[src/hdl/dipolar_rotor_metropolis_update_macros.svh]
// Assertion macros for the dipolar rotor Metropolis update block.
// Used by modules that carry concurrent checks; expects clk and rst_n in scope.
`ifndef DIPOLAR_ROTOR_METROPOLIS_UPDATE_MACROS_SVH
`define DIPOLAR_ROTOR_METROPOLIS_UPDATE_MACROS_SVH
`ifndef SYNTHESIS
// same-cycle implication
`define DRMU_ASSERT_NOW(lbl, ante, cons) \
    lbl: assert property (@(posedge clk) disable iff (!rst_n) (ante) |-> (cons)) \
        else $error("drmu: same-cycle check failed");
// next-cycle implication
`define DRMU_ASSERT_NEXT(lbl, ante, cons) \
    lbl: assert property (@(posedge clk) disable iff (!rst_n) (ante) |=> (cons)) \
        else $error("drmu: next-cycle check failed");
`else
`define DRMU_ASSERT_NOW(lbl, ante, cons)
`define DRMU_ASSERT_NEXT(lbl, ante, cons)
`endif
`endif

[src/hdl/drmu_pkg.sv]
// Shared types and constants for the dipolar rotor Metropolis update block.
// No dependencies.
`default_nettype none
package drmu_pkg;

    localparam int SITES       = 64;
    localparam int SITE_W      = 6;
    localparam int LEN_W       = 7;
    localparam int ANG_W       = 16;
    localparam int COEF_W      = 32;
    localparam int ACC_W       = 40;
    localparam int TERM_W      = 26;
    localparam int TRIG_STAGES = 4;
    localparam int TERM_STAGES = 3;

    localparam logic [LEN_W-1:0] LEN_MIN = 7'd2;
    localparam logic [LEN_W-1:0] LEN_MAX = 7'd64;
    localparam logic [ANG_W-1:0] QUARTER = 16'h4000;

    // function codes
    localparam logic [1:0] FUNC_LOAD_ANGLE = 2'd0;
    localparam logic [1:0] FUNC_LOAD_COEFF = 2'd1;
    localparam logic [1:0] FUNC_MOVE       = 2'd2;

    // register indexes
    localparam logic CFG_INV_TEMP = 1'b0;
    localparam logic CFG_RING_LEN = 1'b1;

    // sine polynomial, Q30
    localparam logic [30:0] SIN_A = 31'd1686629713;
    localparam logic [29:0] SIN_B = 30'd688904866;
    localparam logic [26:0] SIN_C = 27'd76016977;

    // 2^-f quartic, Q30
    localparam logic [30:0] EXP_ONE  = 31'd1073741824;
    localparam logic [30:0] EXP_A    = 31'd744261118;
    localparam logic [30:0] EXP_B    = 31'd257941248;
    localparam logic [30:0] EXP_C    = 31'd59597083;
    localparam logic [30:0] EXP_D    = 31'd9046041;
    localparam logic [16:0] LOG2E    = 17'd94548;
    localparam logic [34:0] EXP_XMAX = 35'd786432;

    typedef enum logic [2:0] {
        EXP_MUL_BETA = 3'd0,
        EXP_LOG2     = 3'd1,
        EXP_P1       = 3'd2,
        EXP_P2       = 3'd3,
        EXP_P3       = 3'd4,
        EXP_P4       = 3'd5,
        EXP_FINAL    = 3'd6
    } exp_step_t;

    typedef struct packed {
        logic [1:0]               func;
        logic                     sublattice;
        logic [SITE_W-1:0]        site;
        logic [ANG_W-1:0]         angle;
        logic signed [15:0]       delta;
        logic [15:0]              uniform;
        logic [SITE_W-1:0]        coeff_index;
        logic signed [COEF_W-1:0] coeff_same;
        logic signed [COEF_W-1:0] coeff_cross_z;
        logic signed [COEF_W-1:0] coeff_cross_x;
    } in_item_t;

    typedef struct packed {
        logic               accepted;
        logic [ANG_W-1:0]   new_angle;
        logic signed [31:0] energy_change;
    } out_item_t;

    typedef struct packed {
        logic              capture;
        logic              issue;
        logic              latch;
        logic              pre;
        logic              sweep;
        logic [SITE_W-1:0] idx;
        logic              exp_en;
        exp_step_t         exp_step;
        logic              wb;
        logic              load_out;
    } ctrl_cmd_t;

    typedef struct packed {
        logic run_move;
        logic pipe_busy;
        logic sweep_last;
        logic idx_ok;
    } ctrl_sts_t;

endpackage
`default_nettype wire

[src/hdl/drmu_ctrl.sv]
// Controller state machine: sequences loads, the site sweep, exp and result.
// Depends on drmu_pkg and the assertion macro header.
`default_nettype none
`include "dipolar_rotor_metropolis_update_macros.svh"
module drmu_ctrl (
    input  logic                clk,
    input  logic                rst_n,
    input  logic                item_valid,
    output logic                item_stall,
    output logic                result_valid,
    input  logic                result_stall,
    input  drmu_pkg::ctrl_sts_t sts,
    output drmu_pkg::ctrl_cmd_t cmd
);

    typedef enum logic [8:0] {
        S_IDLE  = 9'b000000001,
        S_ISSUE = 9'b000000010,
        S_LATCH = 9'b000000100,
        S_PREW  = 9'b000001000,
        S_SWEEP = 9'b000010000,
        S_DRAIN = 9'b000100000,
        S_EXP   = 9'b001000000,
        S_WB    = 9'b010000000,
        S_OUT   = 9'b100000000
    } state_t;

    state_t state_reg, state_next;
    logic [drmu_pkg::SITE_W-1:0] idx_reg, idx_next;
    logic [2:0] cnt_reg, cnt_next;
    logic out_valid_reg, out_valid_next;

    // commands
    always_comb
    begin
        cmd          = '0;
        cmd.capture  = (state_reg == S_IDLE) && item_valid;
        cmd.issue    = (state_reg == S_ISSUE);
        cmd.latch    = (state_reg == S_LATCH);
        cmd.pre      = (state_reg == S_LATCH) && sts.run_move;
        cmd.sweep    = (state_reg == S_SWEEP);
        cmd.idx      = idx_reg;
        cmd.exp_en   = (state_reg == S_EXP);
        cmd.exp_step = drmu_pkg::exp_step_t'(cnt_reg);
        cmd.wb       = (state_reg == S_WB);
        cmd.load_out = (state_reg == S_OUT) && (!out_valid_reg || !result_stall);
    end

    // next state
    always_comb
    begin
        state_next     = state_reg;
        idx_next       = idx_reg;
        cnt_next       = cnt_reg;
        out_valid_next = out_valid_reg && result_stall;
        case (state_reg)
            S_IDLE:
            begin
                if (item_valid)
                begin
                    state_next = S_ISSUE;
                end
            end
            S_ISSUE: state_next = S_LATCH;
            S_LATCH: state_next = sts.run_move ? S_PREW : S_OUT;
            S_PREW:
            begin
                if (!sts.pipe_busy)
                begin
                    state_next = S_SWEEP;
                    idx_next   = '0;
                end
            end
            S_SWEEP:
            begin
                if (sts.sweep_last)
                begin
                    state_next = S_DRAIN;
                end
                else
                begin
                    idx_next = idx_reg + 6'd1;
                end
            end
            S_DRAIN:
            begin
                if (!sts.pipe_busy)
                begin
                    state_next = S_EXP;
                    cnt_next   = 3'(drmu_pkg::EXP_MUL_BETA);
                end
            end
            S_EXP:
            begin
                if (cnt_reg == 3'(drmu_pkg::EXP_FINAL))
                begin
                    state_next = S_WB;
                end
                else
                begin
                    cnt_next = cnt_reg + 3'd1;
                end
            end
            S_WB: state_next = S_OUT;
            S_OUT:
            begin
                if (cmd.load_out)
                begin
                    out_valid_next = 1'b1;
                    state_next     = S_IDLE;
                end
            end
            default: state_next = S_IDLE;
        endcase
    end

    always_ff @(posedge clk or negedge rst_n)
    begin
        if (!rst_n)
        begin
            state_reg     <= S_IDLE;
            idx_reg       <= '0;
            cnt_reg       <= '0;
            out_valid_reg <= 1'b0;
        end
        else
        begin
            state_reg     <= state_next;
            idx_reg       <= idx_next;
            cnt_reg       <= cnt_next;
            out_valid_reg <= out_valid_next;
        end
    end

    assign item_stall   = (state_reg != S_IDLE);
    assign result_valid = out_valid_reg;

    // checks
    `DRMU_ASSERT_NEXT(a_accept_starts, item_valid && !item_stall, state_reg == S_ISSUE)
    `DRMU_ASSERT_NOW(a_sweep_in_range, state_reg == S_SWEEP, sts.idx_ok)
    `DRMU_ASSERT_NEXT(a_last_drains, (state_reg == S_SWEEP) && sts.sweep_last, state_reg == S_DRAIN)
    `DRMU_ASSERT_NEXT(a_load_shows, cmd.load_out, result_valid)

endmodule
`default_nettype wire
[config.mk]
export PLATFORM = sky130hd
export DESIGN_NAME = drmu_ctrl
export DESIGN_NICKNAME = d
export VERILOG_FILES = /design/src/hdl/drmu_pkg.sv /design/src/hdl/drmu_ctrl.sv
export VERILOG_INCLUDE_DIRS = /design/src /design/src/hdl
export SDC_FILE = /design/constraint.sdc
export NUM_CORES = 1
export LEC_CHECK = 0
export BUFFER_PORTS_ARGS = -buffer_cell sky130_fd_sc_hd__buf_2
export CORE_ASPECT_RATIO = 0.8
export CORE_UTILIZATION = 47
export CTS_CLUSTER_SIZE = 25
export DETAILED_ROUTE_END_ITERATION = 6
export PLACE_DENSITY = 0.74
export SYNTH_ARGS = -nofsm -noshare
export SYNTH_HDL_FRONTEND = slang
export SYNTH_SLANG_ARGS = --single-unit
export TNS_END_PERCENT = 5
[constraint.sdc]
create_clock -name clk -period 2 [get_ports clk]
set_input_delay 0 -clock clk [delete_from_list [all_inputs] [get_ports clk]]
set_output_delay 0 -clock clk [all_outputs]
set_load 0.05 [all_outputs]
==> results by group <==
Synthesis
  – Commonest register cell after synthesis: dfrtp_1
  – Mapped cell area: around 1100 um^2
  – Cell variety after synth: 42
  – Syn Area/Cell: between 9 and 10 um^2
  – Most instantiated cells after synthesis: 18 x dfrtp_1, 9 x nand3_1, 9 x nor2_1, 7 x inv_1, 7 x nand2_1
  – EDFF count, synth: 0
  – Top-area cell type share of the netlist area: roughly two fifths
  – YS warnings: 0
  – Seq cells post-synth: 19
  – Synth area leaders: dfrtp_1 40%, nand3_1 4.0%, ha_1 3.3%, nor2_1 3.0%, dfstp_2 2.3%
  – Cell with the most instances after synthesis: dfrtp_1
  – Synth Net Count: roughly 130
  – Synth Instances: approximately 120
  – FFs w/ async S/R, synth: between 90% and 100%
  – Yosys top cell by area: dfrtp_1
  – Sequential share of the synthesized area: 42.1%

Critical path
  – CP arrival: 1.96 ns
  – Critical-path maximum fanout: 6
  – Startpoint types: register
  – Worst endpoint required time: about 2 ns
  – Crit Path Category: reg -> out
  – Worst r2r path cells: 4
  – Reg2reg end: cnt_reg[2]
  – Crit. End Element: output port
  – Worst r2r src: state_reg[7]
  – R2R setup slack: roughly 0.043 ns

Power
  – Int Pwr: between 0.0009 and 0.001 W
  – Clock share of power: a little under an eighth
  – Total power: 0.00175 W
  – Sequential power share: between 30% and 40%
  – Psw: around 0.00084 W
  – Worst vdd ir: 712 uV
  – PD cells: around 1100 nW/um^2
  – Switch share: approximately 48%
  – Gate power share: between 50% and 60%
  – LEAKAGE: around 0.81 nW

Clocking
  – Clock Path Buffers: 2
  – Clock sink count: 19
  – Clock slew at reported path FFs: ~0.1 ns
  – CTS tree: built
  – Worst-skew pair later-pin latency: about 0.3 ns
  – # H-tree levels: 1
  – CTS Buf Count: 3
  – Root Driver: clkbuf_4

Global route
  – First-pass GRT wire length: 4970 um
  – Largest net degree at the start of global routing: 20
  – Total GRT Usage: 25.2%
  – Gr ovfl total: 0
  – Vias in the first global route: roughly 1,100
  – Initial antenna violation count: 0

Min path
  – Hold endpoint: state_reg[3]
  – Hold Path Class: in -> reg
  – Hold Crit Depth: 3
  – Min-delay src: sts[2]

Drt
  – Drt drc: 2
  – DRT iter0 DRCs: 45
  – Vias per cell: slightly above 6
  – Detailed Routing Iterations Pass 1: 6
  – Via Count: between 1,000 and 1,500
  – Per-cell routed wire length: about 16 um
  – Drt total wl: a little over 3000 um
  – Antenna violation net count after detailed routing: 0

Flow run
  – Number of max-cap violations: 0

Timing
  – Fin crit share: 97.9%
  – Fmax: 511 MHz
  – Final hold vios: 0
  – Tmin final: between 1.5 and 2 ns
  – Max Clock Skew: about 0.012 ns
  – Final Setup Violations: 0
  – Unrepaired setup endpoints after global routing: yes
  – Worst Tran Pin Value: between 0.4 and 0.5 ns
  – Final slew viol count: 0
  – Min Hold Slack: about 0.067 ns
  – Worst rel slew slack: around 69%

Floorplan
  – Core region area: between 2000 and 2500 um^2
  – Die H: 45.9 um
  – Die area: approximately 2600 um^2
  – Chip width: roughly 57 um
  – Ports: 27
  – FP Rows: 15
  – Starting Density: a little over 50%

Placement
  – Post-DP HPWL: about 2200 um
  – PortBufs: 25
  – Area after DPL: 1450 um^2
  – GPL Wtd Cong: approximately 0.84

Cells and area
  – Nets: between 150 and 200
  – Filler cell count: ~170
  – Largest register FFs: 9
  – Layout area overhead: 41.0%
  – Diode count: 0
  – Share of layout cells above drive strength 1: a little under two fifths
  – Final Cell Area: about 1600 um^2

Outcome
  – Failing checks: design-rule violations
  – Outcome: finished with violations
==> through the flow <==
stage	cells	setup slack [ns]	TNS (ns)	util, %
floorplan	118	-0.0904	-0.164	-
global placement	184	0.0682	0	65.3
CTS	192	-0.0301	-0.0301	69.5
finish	195	0.0428	0	72.0
detailed placement	184	0.0230	0	65.3
global route	195	-0.0621	-0.101	72.0
==> what timing repair did <==
action                                  CTS  global route
endpoints found under the setup margin    7            12
gates resized for setup                   8             9
pin swaps                                 0             4
cloned                                    0             0
setup buffers                             0             3
endpoints found under the hold margin    22             0
hold buffers                              4             0
==> placed cells by master (no fill, tap or decap), types with 4 or more instances in the layout <==
master / Yosys / layout
buf_6: 1 / 4
nand3_1: 9 / 8
nor2_1: 9 / 8
clkbuf_4: 0 / 4
buf_2: 0 / 18
buf_4: 0 / 24
o21ai_0: 5 / 5
dlygate4sd3_1: 0 / 4
dfrtp_1: 18 / 18
nand2_1: 7 / 7
inv_1: 7 / 7
==> power by group through the flow <==
stage | clock network, W | logic [W] | registers (W)
finish | 0.000200 | 0.00102 | 0.000536
global route | 0.000216 | 0.00108 | 0.000548
CTS | 0.000203 | 0.000959 | 0.000534
detailed placement | 0 | 0.000930 | 0.000540
global placement | 0 | 0.000905 | 0.000536
floorplan | 0 | 0.000514 | 0.000674
==> area by class of cell <==
type | count | area, um^2 | share of cell area (%)
inverter | 7 | 26.3 | 1.65
clock buffer | 4 | 26.3 | 1.65
tap | 25 | 31.3 | 1.96
sequential | 19 | 477 | 29.9
multi-input combinational | 89 | 672 | 42.1
timing repair buffer | 51 | 363 | 22.7
==> kinds of logic after synthesis <==
group           count (synthesis)  share of synthesized area, %
mux                             2                          2.21
compound gates                 22                          14.5
flops                          19                          42.1
simple gates                   60                          32.3
buf+inv                        10                          3.98
xor+xnor                        2                          1.55
fa+ha+maj                       3                          3.32
==> worst max-delay path by stage <==
stage,startpoint,to
after global placement,state_reg[8],cnt_reg[2]
final,state_reg[5],cmd[13]
after global routing,state_reg[5],cmd[13]
after floorplan,state_reg[8],cnt_reg[2]
after CTS,state_reg[3],cmd[1]
after detailed placement,state_reg[8],cnt_reg[2]
==> layer usage <==
layer,global-route usage (%),share of wire (%),vias to the layer above
met5,0,0,-
met4,6.83,1.3,0
met3,7.10,5.5,6
met2,41.7,48,50
met1,33.3,45,586
li1,-,-,549
==> worst max-delay path: stages (launching register included) <==
cell and delay, ns:
dfrtp_1 0.39, buf_4 0.16, nor4_4 0.29, buf_4 0.17, and2b_2 0.19, nand2_1 0.09, nor2_1 0.17, buf_6 0.19
Note: power is estimated with default switching activity, not from simulation.
